**src/hdl/spf_pkg.sv**
```systemverilog
package spf_pkg;

    localparam int unsigned DEF_TABLE_ENTRIES = 16;
    localparam int unsigned DEF_QUEUE_DEPTH   = 20;
    localparam int unsigned DEF_TAG_SHIFT     = 15;

    localparam logic [15:0] RST_NEXT_LINE_OFFSET = 16'd16;
    localparam logic [15:0] RST_INITIAL_STRIDE   = 16'd4;

    // register index (paddr bit 2)
    localparam logic REG_NEXT_LINE_OFFSET = 1'b0;
    localparam logic REG_INITIAL_STRIDE   = 1'b1;

    localparam logic FUNC_ACCESS = 1'b0;
    localparam logic FUNC_POP    = 1'b1;

    localparam logic [1:0] MODE_INIT      = 2'd0;
    localparam logic [1:0] MODE_TRANSIENT = 2'd1;
    localparam logic [1:0] MODE_STEADY    = 2'd2;
    localparam logic [1:0] MODE_NOPRED    = 2'd3;

    typedef struct packed {
        logic        func;
        logic [31:0] access_addr;
    } t_in_word;

    typedef struct packed {
        logic        prefetch_valid;
        logic [31:0] prefetch_addr;
        logic [4:0]  queue_count;
    } t_out_word;

    typedef struct packed {
        logic pop;
        logic push;
    } t_q_ctl;

endpackage

```
**src/hdl/spf_queue.sv**
```systemverilog
module spf_queue #(
    parameter int unsigned QUEUE_DEPTH = spf_pkg::DEF_QUEUE_DEPTH,
    parameter int unsigned QW = (QUEUE_DEPTH > 1) ? $clog2(QUEUE_DEPTH) : 1,
    parameter int unsigned FW = $clog2(QUEUE_DEPTH + 1)
) (
    input  logic               i_clk,
    input  logic               i_rst_n,
    input  spf_pkg::t_q_ctl    i_ctl,
    input  logic [FW-1:0]      i_k,
    input  logic [31:0]        i_wdata,
    output logic [31:0]        o_rdata,
    output logic [FW-1:0]      o_fill
);
    import spf_pkg::*;

    logic [31:0]   r_store [QUEUE_DEPTH];
    logic [QW-1:0] r_head;
    logic [FW-1:0] r_fill;
    logic [FW:0]   sum;
    logic [FW:0]   wrapped;
    logic [QW-1:0] idx;

    // slot at head+k, one conditional subtract since k <= depth
    always_comb begin
        sum     = (FW+1)'(r_head) + (FW+1)'(i_k);
        wrapped = (sum >= (FW+1)'(QUEUE_DEPTH)) ? sum - (FW+1)'(QUEUE_DEPTH) : sum;
        idx     = QW'(wrapped);
    end

    assign o_rdata = r_store[idx];
    assign o_fill  = r_fill;

    always_ff @(posedge i_clk) begin
        if (!i_rst_n) begin
            r_head <= '0;
            r_fill <= '0;
        end else if (i_ctl.pop) begin
            r_head <= (r_head == QW'(QUEUE_DEPTH - 1)) ? '0 : r_head + 1'b1;
            r_fill <= r_fill - 1'b1;
        end else if (i_ctl.push) begin
            r_fill <= r_fill + 1'b1;
        end
    end

    always_ff @(posedge i_clk) begin
        if (i_ctl.push) begin
            r_store[idx] <= i_wdata;
        end
    end

endmodule

```
**src/hdl/stride_prefetcher_rpt_core.sv**
```systemverilog
// channel | valid      | stall       | word
// in      | i_in_valid | o_in_stall  | i_in_word  (func, access_addr)
// out     | o_out_valid| i_out_stall | o_out_word (prefetch_valid, prefetch_addr, queue_count)
// cfg     | APB psel/penable/pwrite, paddr[2] selects register, pready tied high
// A pop reads the queue head, then finishes. An access scans every table entry with one
// shared tag compare, then allocates an entry on a miss or visits each entry in turn on a
// hit, plus for each queued prefetch a duplicate scan of the occupied queue slots through
// the single queue compare (it stops at the first match), then a finish step. Input is
// stalled while a word is in work, including while the finish waits on a held output word.
// Synchronous active-low reset clears table valid bits, pointers and the queue.
module stride_prefetcher_rpt_core #(
    parameter int unsigned TABLE_ENTRIES = spf_pkg::DEF_TABLE_ENTRIES,
    parameter int unsigned QUEUE_DEPTH   = spf_pkg::DEF_QUEUE_DEPTH,
    parameter int unsigned TAG_SHIFT     = spf_pkg::DEF_TAG_SHIFT
) (
    input  logic               i_clk,
    input  logic               i_rst_n,
    input  logic               i_in_valid,
    output logic               o_in_stall,
    input  spf_pkg::t_in_word  i_in_word,
    output logic               o_out_valid,
    input  logic               i_out_stall,
    output spf_pkg::t_out_word o_out_word,
    input  logic               psel,
    input  logic               penable,
    input  logic               pwrite,
    input  logic [2:0]         paddr,
    input  logic [31:0]        pwdata,
    output logic [31:0]        prdata,
    output logic               pready
);
    import spf_pkg::*;

    localparam int unsigned IW = (TABLE_ENTRIES > 1) ? $clog2(TABLE_ENTRIES) : 1;
    localparam int unsigned QW = (QUEUE_DEPTH > 1) ? $clog2(QUEUE_DEPTH) : 1;
    localparam int unsigned FW = $clog2(QUEUE_DEPTH + 1);
    localparam int unsigned TW = 32 - TAG_SHIFT;

    typedef enum logic [5:0] {
        S_IDLE = 6'b000001,
        S_SCAN = 6'b000010,
        S_MISS = 6'b000100,
        S_UPD  = 6'b001000,
        S_DUP  = 6'b010000,
        S_DONE = 6'b100000
    } t_state;

    t_state r_state;

    logic [15:0] r_nlo;
    logic [15:0] r_istride;

    logic              r_valid  [TABLE_ENTRIES];
    logic [TW-1:0]     r_tag    [TABLE_ENTRIES];
    logic [31:0]       r_last   [TABLE_ENTRIES];
    logic [31:0]       r_stride [TABLE_ENTRIES];
    logic [1:0]        r_mode   [TABLE_ENTRIES];

    logic [IW-1:0]            r_ap;
    logic [IW-1:0]            r_e;
    logic [TABLE_ENTRIES-1:0] r_hit;
    logic                     r_any;
    logic                     r_miss;
    logic [31:0]              r_addr;
    logic [31:0]              r_paddr;
    logic [FW-1:0]            r_k;
    logic                     r_pv;
    logic [31:0]              r_pa;
    logic                     r_ov;
    t_out_word                r_out;

    t_q_ctl        q_ctl;
    logic [31:0]   q_rdata;
    logic [FW-1:0] q_fill;

    logic [TW-1:0] cur_tag;
    logic          hit_e;
    logic [31:0]   delta;
    logic [31:0]   addr_nl;
    logic          e_last;
    logic          out_free;
    logic          dup_end;
    logic          in_acc;

    // table write controls
    logic          alloc_en;
    logic [31:0]   alloc_stride;
    logic          upd_last_en;
    logic          upd_stride_en;
    logic          upd_mode_en;
    logic [1:0]    upd_mode;
    logic          push_req;
    logic [31:0]   push_addr;

    assign cur_tag  = r_addr[31:TAG_SHIFT];
    assign hit_e    = r_valid[r_e] && (r_tag[r_e] == cur_tag);
    assign delta    = r_addr - r_last[r_e];
    assign addr_nl  = r_addr + {16'b0, r_nlo};
    assign e_last   = (r_e == IW'(TABLE_ENTRIES - 1));
    assign out_free = !r_ov || !i_out_stall;
    assign in_acc   = i_in_valid && !o_in_stall;

    assign o_in_stall  = (r_state != S_IDLE);
    assign o_out_valid = r_ov;
    assign o_out_word  = r_out;
    assign pready      = 1'b1;
    assign prdata      = (paddr[2] == REG_INITIAL_STRIDE) ? {16'b0, r_istride}
                                                          : {16'b0, r_nlo};

    // duplicate scan ends on a match or after the last occupied slot
    assign dup_end = (r_k == q_fill) || (q_rdata == r_paddr);

    always_comb begin
        alloc_en      = 1'b0;
        alloc_stride  = {16'b0, r_istride};
        upd_last_en   = 1'b0;
        upd_stride_en = 1'b0;
        upd_mode_en   = 1'b0;
        upd_mode      = MODE_NOPRED;
        push_req      = 1'b0;
        push_addr     = addr_nl;
        case (r_state)
            S_MISS: begin
                alloc_en = 1'b1;
                push_req = 1'b1;
            end
            S_UPD: begin
                if (r_hit[r_e]) begin
                    if (r_mode[r_e] == MODE_INIT) begin
                        upd_last_en   = 1'b1;
                        upd_stride_en = 1'b1;
                        upd_mode_en   = 1'b1;
                        upd_mode      = MODE_TRANSIENT;
                    end else if (delta == r_stride[r_e]) begin
                        upd_last_en = 1'b1;
                        upd_mode_en = 1'b1;
                        push_req    = 1'b1;
                        if (r_mode[r_e] == MODE_NOPRED) begin
                            upd_mode = MODE_TRANSIENT;
                        end else begin
                            upd_mode  = MODE_STEADY;
                            push_addr = r_addr + r_stride[r_e];
                        end
                    end else begin
                        push_req    = 1'b1;
                        upd_mode_en = 1'b1;
                        upd_mode    = MODE_NOPRED;
                        if (r_mode[r_e] == MODE_STEADY || r_mode[r_e] == MODE_NOPRED) begin
                            alloc_en     = 1'b1;
                            alloc_stride = delta;
                        end else begin
                            upd_last_en   = 1'b1;
                            upd_stride_en = 1'b1;
                        end
                    end
                end
            end
            default: ;
        endcase
    end

    always_comb begin
        q_ctl.pop  = (r_state == S_IDLE) && in_acc && (i_in_word.func == FUNC_POP)
                     && (q_fill != '0);
        q_ctl.push = (r_state == S_DUP) && (r_k == q_fill)
                     && (q_fill < FW'(QUEUE_DEPTH));
    end

    spf_queue #(
        .QUEUE_DEPTH (QUEUE_DEPTH),
        .QW          (QW),
        .FW          (FW)
    ) u_queue (
        .i_clk   (i_clk),
        .i_rst_n (i_rst_n),
        .i_ctl   (q_ctl),
        .i_k     (r_k),
        .i_wdata (r_paddr),
        .o_rdata (q_rdata),
        .o_fill  (q_fill)
    );

    // table payload; an alloc onto the entry being updated keeps the update's mode
    always_ff @(posedge i_clk) begin
        if (alloc_en) begin
            r_tag[r_ap]    <= cur_tag;
            r_last[r_ap]   <= r_addr;
            r_stride[r_ap] <= alloc_stride;
            if (!(upd_mode_en && (r_ap == r_e))) begin
                r_mode[r_ap] <= MODE_INIT;
            end
        end
        if (upd_last_en) begin
            r_last[r_e] <= r_addr;
        end
        if (upd_stride_en) begin
            r_stride[r_e] <= delta;
        end
        if (upd_mode_en) begin
            r_mode[r_e] <= upd_mode;
        end
    end

    always_ff @(posedge i_clk) begin
        if (!i_rst_n) begin
            r_state   <= S_IDLE;
            r_nlo     <= RST_NEXT_LINE_OFFSET;
            r_istride <= RST_INITIAL_STRIDE;
            for (int i = 0; i < TABLE_ENTRIES; i++) begin
                r_valid[i] <= 1'b0;
            end
            r_ap   <= '0;
            r_e    <= '0;
            r_hit  <= '0;
            r_any  <= 1'b0;
            r_miss <= 1'b0;
            r_k    <= '0;
            r_pv   <= 1'b0;
            r_pa   <= '0;
            r_ov   <= 1'b0;
            r_out  <= '0;
            r_addr <= '0;
            r_paddr <= '0;
        end else begin
            if (psel && penable && pwrite) begin
                if (paddr[2] == REG_NEXT_LINE_OFFSET) begin
                    r_nlo <= pwdata[15:0];
                end else begin
                    r_istride <= pwdata[15:0];
                end
            end
            if (alloc_en) begin
                r_valid[r_ap] <= 1'b1;
                r_ap <= (r_ap == IW'(TABLE_ENTRIES - 1)) ? '0 : r_ap + 1'b1;
            end
            if (r_ov && !i_out_stall && (r_state != S_DONE)) begin
                r_ov <= 1'b0;
            end
            if (push_req) begin
                r_paddr <= push_addr;
                r_k     <= '0;
            end

            case (r_state)
                S_IDLE: begin
                    if (in_acc) begin
                        r_addr <= i_in_word.access_addr;
                        r_e    <= '0;
                        r_any  <= 1'b0;
                        r_miss <= 1'b0;
                        r_pv   <= 1'b0;
                        r_pa   <= '0;
                        if (i_in_word.func == FUNC_POP) begin
                            if (q_fill != '0) begin
                                r_pv <= 1'b1;
                                r_pa <= q_rdata;
                            end
                            r_state <= S_DONE;
                        end else begin
                            r_state <= S_SCAN;
                        end
                    end
                end
                S_SCAN: begin
                    r_hit[r_e] <= hit_e;
                    if (e_last) begin
                        r_e     <= '0;
                        r_state <= (r_any || hit_e) ? S_UPD : S_MISS;
                    end else begin
                        r_any <= r_any || hit_e;
                        r_e   <= r_e + 1'b1;
                    end
                end
                S_MISS: begin
                    r_miss  <= 1'b1;
                    r_state <= S_DUP;
                end
                S_UPD: begin
                    if (push_req) begin
                        r_state <= S_DUP;
                    end else if (e_last) begin
                        r_state <= S_DONE;
                    end else begin
                        r_e <= r_e + 1'b1;
                    end
                end
                S_DUP: begin
                    if (dup_end) begin
                        r_k <= '0;
                        if (r_miss || e_last) begin
                            r_state <= S_DONE;
                        end else begin
                            r_e     <= r_e + 1'b1;
                            r_state <= S_UPD;
                        end
                    end else begin
                        r_k <= r_k + 1'b1;
                    end
                end
                S_DONE: begin
                    if (out_free) begin
                        r_out.prefetch_valid <= r_pv;
                        r_out.prefetch_addr  <= r_pa;
                        r_out.queue_count    <= 5'(q_fill);
                        r_ov    <= 1'b1;
                        r_state <= S_IDLE;
                    end
                end
                default: r_state <= S_IDLE;
            endcase
        end
    end

    a_fill_bound: assert property (@(posedge i_clk) disable iff (!i_rst_n)
        q_fill <= FW'(QUEUE_DEPTH))
        else $error("queue fill beyond depth");

    a_busy_stall: assert property (@(posedge i_clk) disable iff (!i_rst_n)
        (r_state != S_IDLE) |-> o_in_stall)
        else $error("input taken while busy");

    a_pop_count: assert property (@(posedge i_clk) disable iff (!i_rst_n)
        (in_acc && i_in_word.func == FUNC_POP && q_fill != '0)
        |=> (q_fill == $past(q_fill) - 1'b1))
        else $error("pop did not drain queue");

    a_push_room: assert property (@(posedge i_clk) disable iff (!i_rst_n)
        q_ctl.push |-> (q_fill != FW'(QUEUE_DEPTH)))
        else $error("push into full queue");

endmodule
```
**config.mk**
```make
export PLATFORM = sky130hd
export DESIGN_NAME = stride_prefetcher_rpt_core
export DESIGN_NICKNAME = d
export VERILOG_FILES = /design/src/hdl/spf_pkg.sv /design/src/hdl/spf_queue.sv /design/src/hdl/stride_prefetcher_rpt_core.sv
export SDC_FILE = /design/constraint.sdc
export NUM_CORES = 2
export LEC_CHECK = 0
export BUFFER_PORTS_ARGS = -buffer_cell sky130_fd_sc_hd__clkbuf_2
export CAP_MARGIN = 10
export CELL_PAD_IN_SITES_DETAIL_PLACEMENT = 1
export CELL_PAD_IN_SITES_GLOBAL_PLACEMENT = 1
export CORE_UTILIZATION = 45
export CTS_CLUSTER_DIAMETER = 40
export DETAILED_ROUTE_END_ITERATION = 10
export GPL_ROUTABILITY_DRIVEN = 0
export PLACE_DENSITY = 0.73
export SLEW_MARGIN = 20
export SYNTH_ARGS = -nofsm -noshare
export SYNTH_HDL_FRONTEND = slang
export SYNTH_SLANG_ARGS = --single-unit
```
**constraint.sdc**
```tcl
create_clock -name i_clk -period 31.6 [get_ports i_clk]
set_input_delay 1.58 -clock i_clk [delete_from_list [all_inputs] [get_ports i_clk]]
set_output_delay 1.58 -clock i_clk [all_outputs]
set_load 0.02 [all_outputs]
```
==> metrics <==
cts repair resizes=0; drt via density=6.281; CP Max Fanout=105; hold buffers post-CTS=0; CTS H-Tree Depth=5; post-route ant nets=0; Leak=34.54 nW; internal power=5.491 mW; largest family of logic cells by synthesized area=multiplexers; Distinct cells, synth=101; GRT Util Overall=26.92%; Root Buffer=clkbuf_16; Layout area overhead=16.06%; XOR/XNOR Fraction of Synth Area=1.530%; I/O Buffers=112; final hold vios=0; Clock Skews=0.08972 ns; Post-layout nets=6104; Logic pwr share=7.0%; VDD IR max=0.05633 mV; Worst Hold Path EP=o_out_word[34]$_SDFFE_PN0P_; Pins Over Slew Limit=0; Clk pwr share=48.7%; worst slew pin tran=1.167 ns; fraction of registers with async set/reset=0%; crit path capture type=register; Synth Flop Type=edfxtp_1; Max Freq=105.7 MHz; num ports=148; post-synthesis mux area share=15.40%; Sw Share=23.40%; Hold Path Class=register to register; first-pass GRT wire length=408.7 mm; Tot Pwr=7.169 mW; Simple-Gate Fraction of Synth Area=5.964%; mapped cell area=0.09405 mm^2; Post-Syn Instances=5646; clk_lat worst skew=0.96 ns; Reg2Reg Depth=19; Period Utilization, post-route=29.94%; Die Width=459.2 um; setup bufs post-CTS=0; Fill cells=19.10k; post-synthesis compound-gate area fraction=5.662%; Synth Warn #=0; Die Area=0.2108 mm^2; Chip Height=459.2 um; type of the worst setup path=register to register; Placeable Area=0.2075 mm^2; Max stage delay cell, worst path=dfxtp_4; WHS=0.4551 ns; Worst Path Required=32.10 ns; Cell Pwr Density=65.67 mW/mm^2; min Tclk post-route=9.460 ns; drt total wl=286.0 mm; count of final setup violators=0; cts bufs inserted=312; WP data arrival=9.96 ns; Hold Path Origin=o_out_word[34]$_SDFFE_PN0P_; FP Rows=167; TNS Setup=0 ns; pin count of the biggest net entering global routing=109; WP depth=19; # DRC=0; R2R Path End=r_stride[3][4]$_DFFE_PP_; TritonRoute pass-1 iters=6; final instance area=0.1092 mm^2; WHS Path Cells=2; WL/cell=31.94 um; CTS tree=built; outcome=completed; Critical path buffers and inverters=4; vias in the first global route=57.67k; cell family with most CP delay=compound AO/OA/AOI/OAI gates; GR Overflow Total=0; Mean Syn Cell Area=16.66 um^2; sequential area share after synthesis=67.84%; crit path cell chain=buf_4 -> buf_12 -> mux4_2 -> mux4_2 -> inv_1 -> ha_1 -> o21a_1 -> o31a_1 -> o221a_2 -> a211oi_2 -> o21ai_1 -> a21boi_0 -> xnor3_1 -> a2111oi_0 -> and4b_1 -> a41oi_2 -> mux2i_1 -> o32ai_4 -> buf_4; placed cell area=0.09870 mm^2; crit path launch type=register; Post-synth EDFFs=1968; slew margin rel.=20.20%; Initial Utilization=45.33%; post-synthesis adder-cell area fraction=1.423%; Switch Pwr=1.678 mW; initial drt markers=6593; fin util=52.61%; clk slew on worst S/H paths=0.07 ns; CP peak stage delay=0.75 ns; Synth Register Bits=2203; R2R Setup Slk=22.14 ns; number of clock sinks=2203; DP HPWL=170.6 mm; layout cells sized above 1=24.91%; RSZ-0062 raised after global routing=no; vias=56.23k; antenna violations before repair=17; Longest Clk Path Bufs=4; Reg power frac=44.3%; max cap viols=0
## power by group through the flow
stage          combinational, mW  sequential, mW  clock (mW)
2_1_floorplan              0.336            3.24           0
3_3_place_gp               0.483            3.24           0
3_5_place_dp               0.494            3.24           0
4_1_cts                    0.497            3.18        3.54
5_1_grt                    0.529            3.18        3.64
6_report                   0.499            3.18        3.49
## stage by stage
step | std cells | setup slack (ns)
2_1_floorplan | 5661 | 21.09
3_3_place_gp | 8397 | 22.33
3_5_place_dp | 8398 | 22.21
4_1_cts | 8946 | 22.10
5_1_grt | 8950 | 21.54
6_report | 8952 | 22.14
## final cells by class
| class | instances | area [um^2] | share of cell area (%) |
|---|---|---|---|
| sequential | 2203 | 63820 | 58.47 |
| multi-input combinational | 3010 | 29010 | 26.58 |
| clock buffer | 346 | 8115 | 7.434 |
| tap | 2788 | 3488 | 3.196 |
| clock inverter | 202 | 2293 | 2.101 |
| timing repair buffer | 296 | 2029 | 1.859 |
| inverter | 102 | 387.9 | 0.3553 |
| antenna | 5 | 12.51 | 0.01146 |
## cell usage in the layout (no fill, tap or decap), drive strengths merged, types with 84 or more instances in the layout
cell,synthesis,layout
o21ai,112,112
buf,147,184
xnor2,84,84
edfxtp,1968,1968
dfxtp,235,235
nor2,248,248
nand3,100,100
mux2i,133,133
clkbuf,199,458
mux4,558,558
nand2,471,471
inv,100,155
clkinv,2,88
ha,99,99
a21oi,286,286
## cells by family after synthesis
logic type      Yosys count
simple gates           1194
xor+xnor                152
mux                     741
flops                  2203
other cells               2
buf+inv                 448
fa+ha+maj               104
compound gates          802
## worst max-delay path by stage
stage                  start                          to
floorplan           register   r_stride[13][0]$_DFFE_PP_
global placement    register  r_stride[10][10]$_DFFE_PP_
detailed placement  register   r_stride[3][13]$_DFFE_PP_
CTS                 register    r_stride[3][4]$_DFFE_PP_
global route        register    r_stride[3][4]$_DFFE_PP_
finish              register    r_stride[3][4]$_DFFE_PP_
## registers in the layout, indices dropped and copies added (netlist names), named ones only
register / flops
r_nlo: 16
r_tag: 272
r_e: 4
u_queue.o_fill: 5
r_hit: 16
r_miss: 1
o_out_valid: 1
r_state: 6
r_pa: 32
r_last: 512
r_k: 5
r_istride: 16
r_any: 1
u_queue.r_head: 5
r_stride: 512
r_pv: 1
r_mode: 32
r_ap: 4
r_valid: 16
o_out_word: 38
r_addr: 32
u_queue.r_store: 640
r_paddr: 32
## synthesized netlist by cell type (12+ instances only)
cell	n	share of area (%)
nor2b_1	33	0.22
nor2_1	248	0.99
or4_1	13	0.10
nor3_1	71	0.38
nor3b_1	12	0.096
buf_4	38	0.30
xor2_1	60	0.56
buf_6	12	0.14
dfxtp_1	235	5.0
and3_1	44	0.29
o21a_1	14	0.11
nand4_1	80	0.53
nand2_1	471	1.9
o21ai_0	109	0.58
nor4_1	15	0.10
xnor2_1	84	0.78
mux4_2	558	13
clkbuf_1	199	0.79
a32oi_1	25	0.23
nand2b_1	19	0.13
mux2i_1	133	1.4
a211oi_1	24	0.19
inv_1	98	0.39
a21o_1	42	0.34
a32o_1	25	0.27
o31ai_1	12	0.096
edfxtp_1	1968	63
buf_1	32	0.13
a21oi_1	285	1.5
nand3_1	100	0.53
o32ai_1	20	0.19
and2_1	23	0.15
o211ai_1	20	0.16
mux2_2	44	0.53
a22oi_1	43	0.34
buf_2	61	0.32
o22ai_1	21	0.14
a2111oi_0	14	0.13
a31oi_1	17	0.11
or3_1	24	0.16
ha_1	99	1.3
## routing by layer
metal / part of all wire [%] / global-route usage, % / vias up
li1: - / - / 23220
met3: 7.8 / 4.445 / 564
met5: 0.012 / 0 / -
met4: 4.6 / 12.22 / 6
met1: 39 / 35.69 / 29830
met2: 48 / 43.69 / 2612
## worst reg2reg max path, stage by stage (launching register included)
cell and delay (ns):
dfxtp_4 0.75, buf_4 0.77, buf_12 0.67, mux4_2 0.76
mux4_2 0.52, inv_1 0.09, ha_1 0.27, o21a_1 0.20
o31a_1 0.22, o221a_2 0.40, a211oi_2 0.46, o21ai_1 0.27
a21boi_0 0.46, xnor3_1 0.32, a2111oi_0 0.36, and4b_1 0.59
a41oi_2 0.40, mux2i_1 0.44, o32ai_4 0.35, buf_4 0.62
No activity file was read; power rests on OpenSTA's default activity.
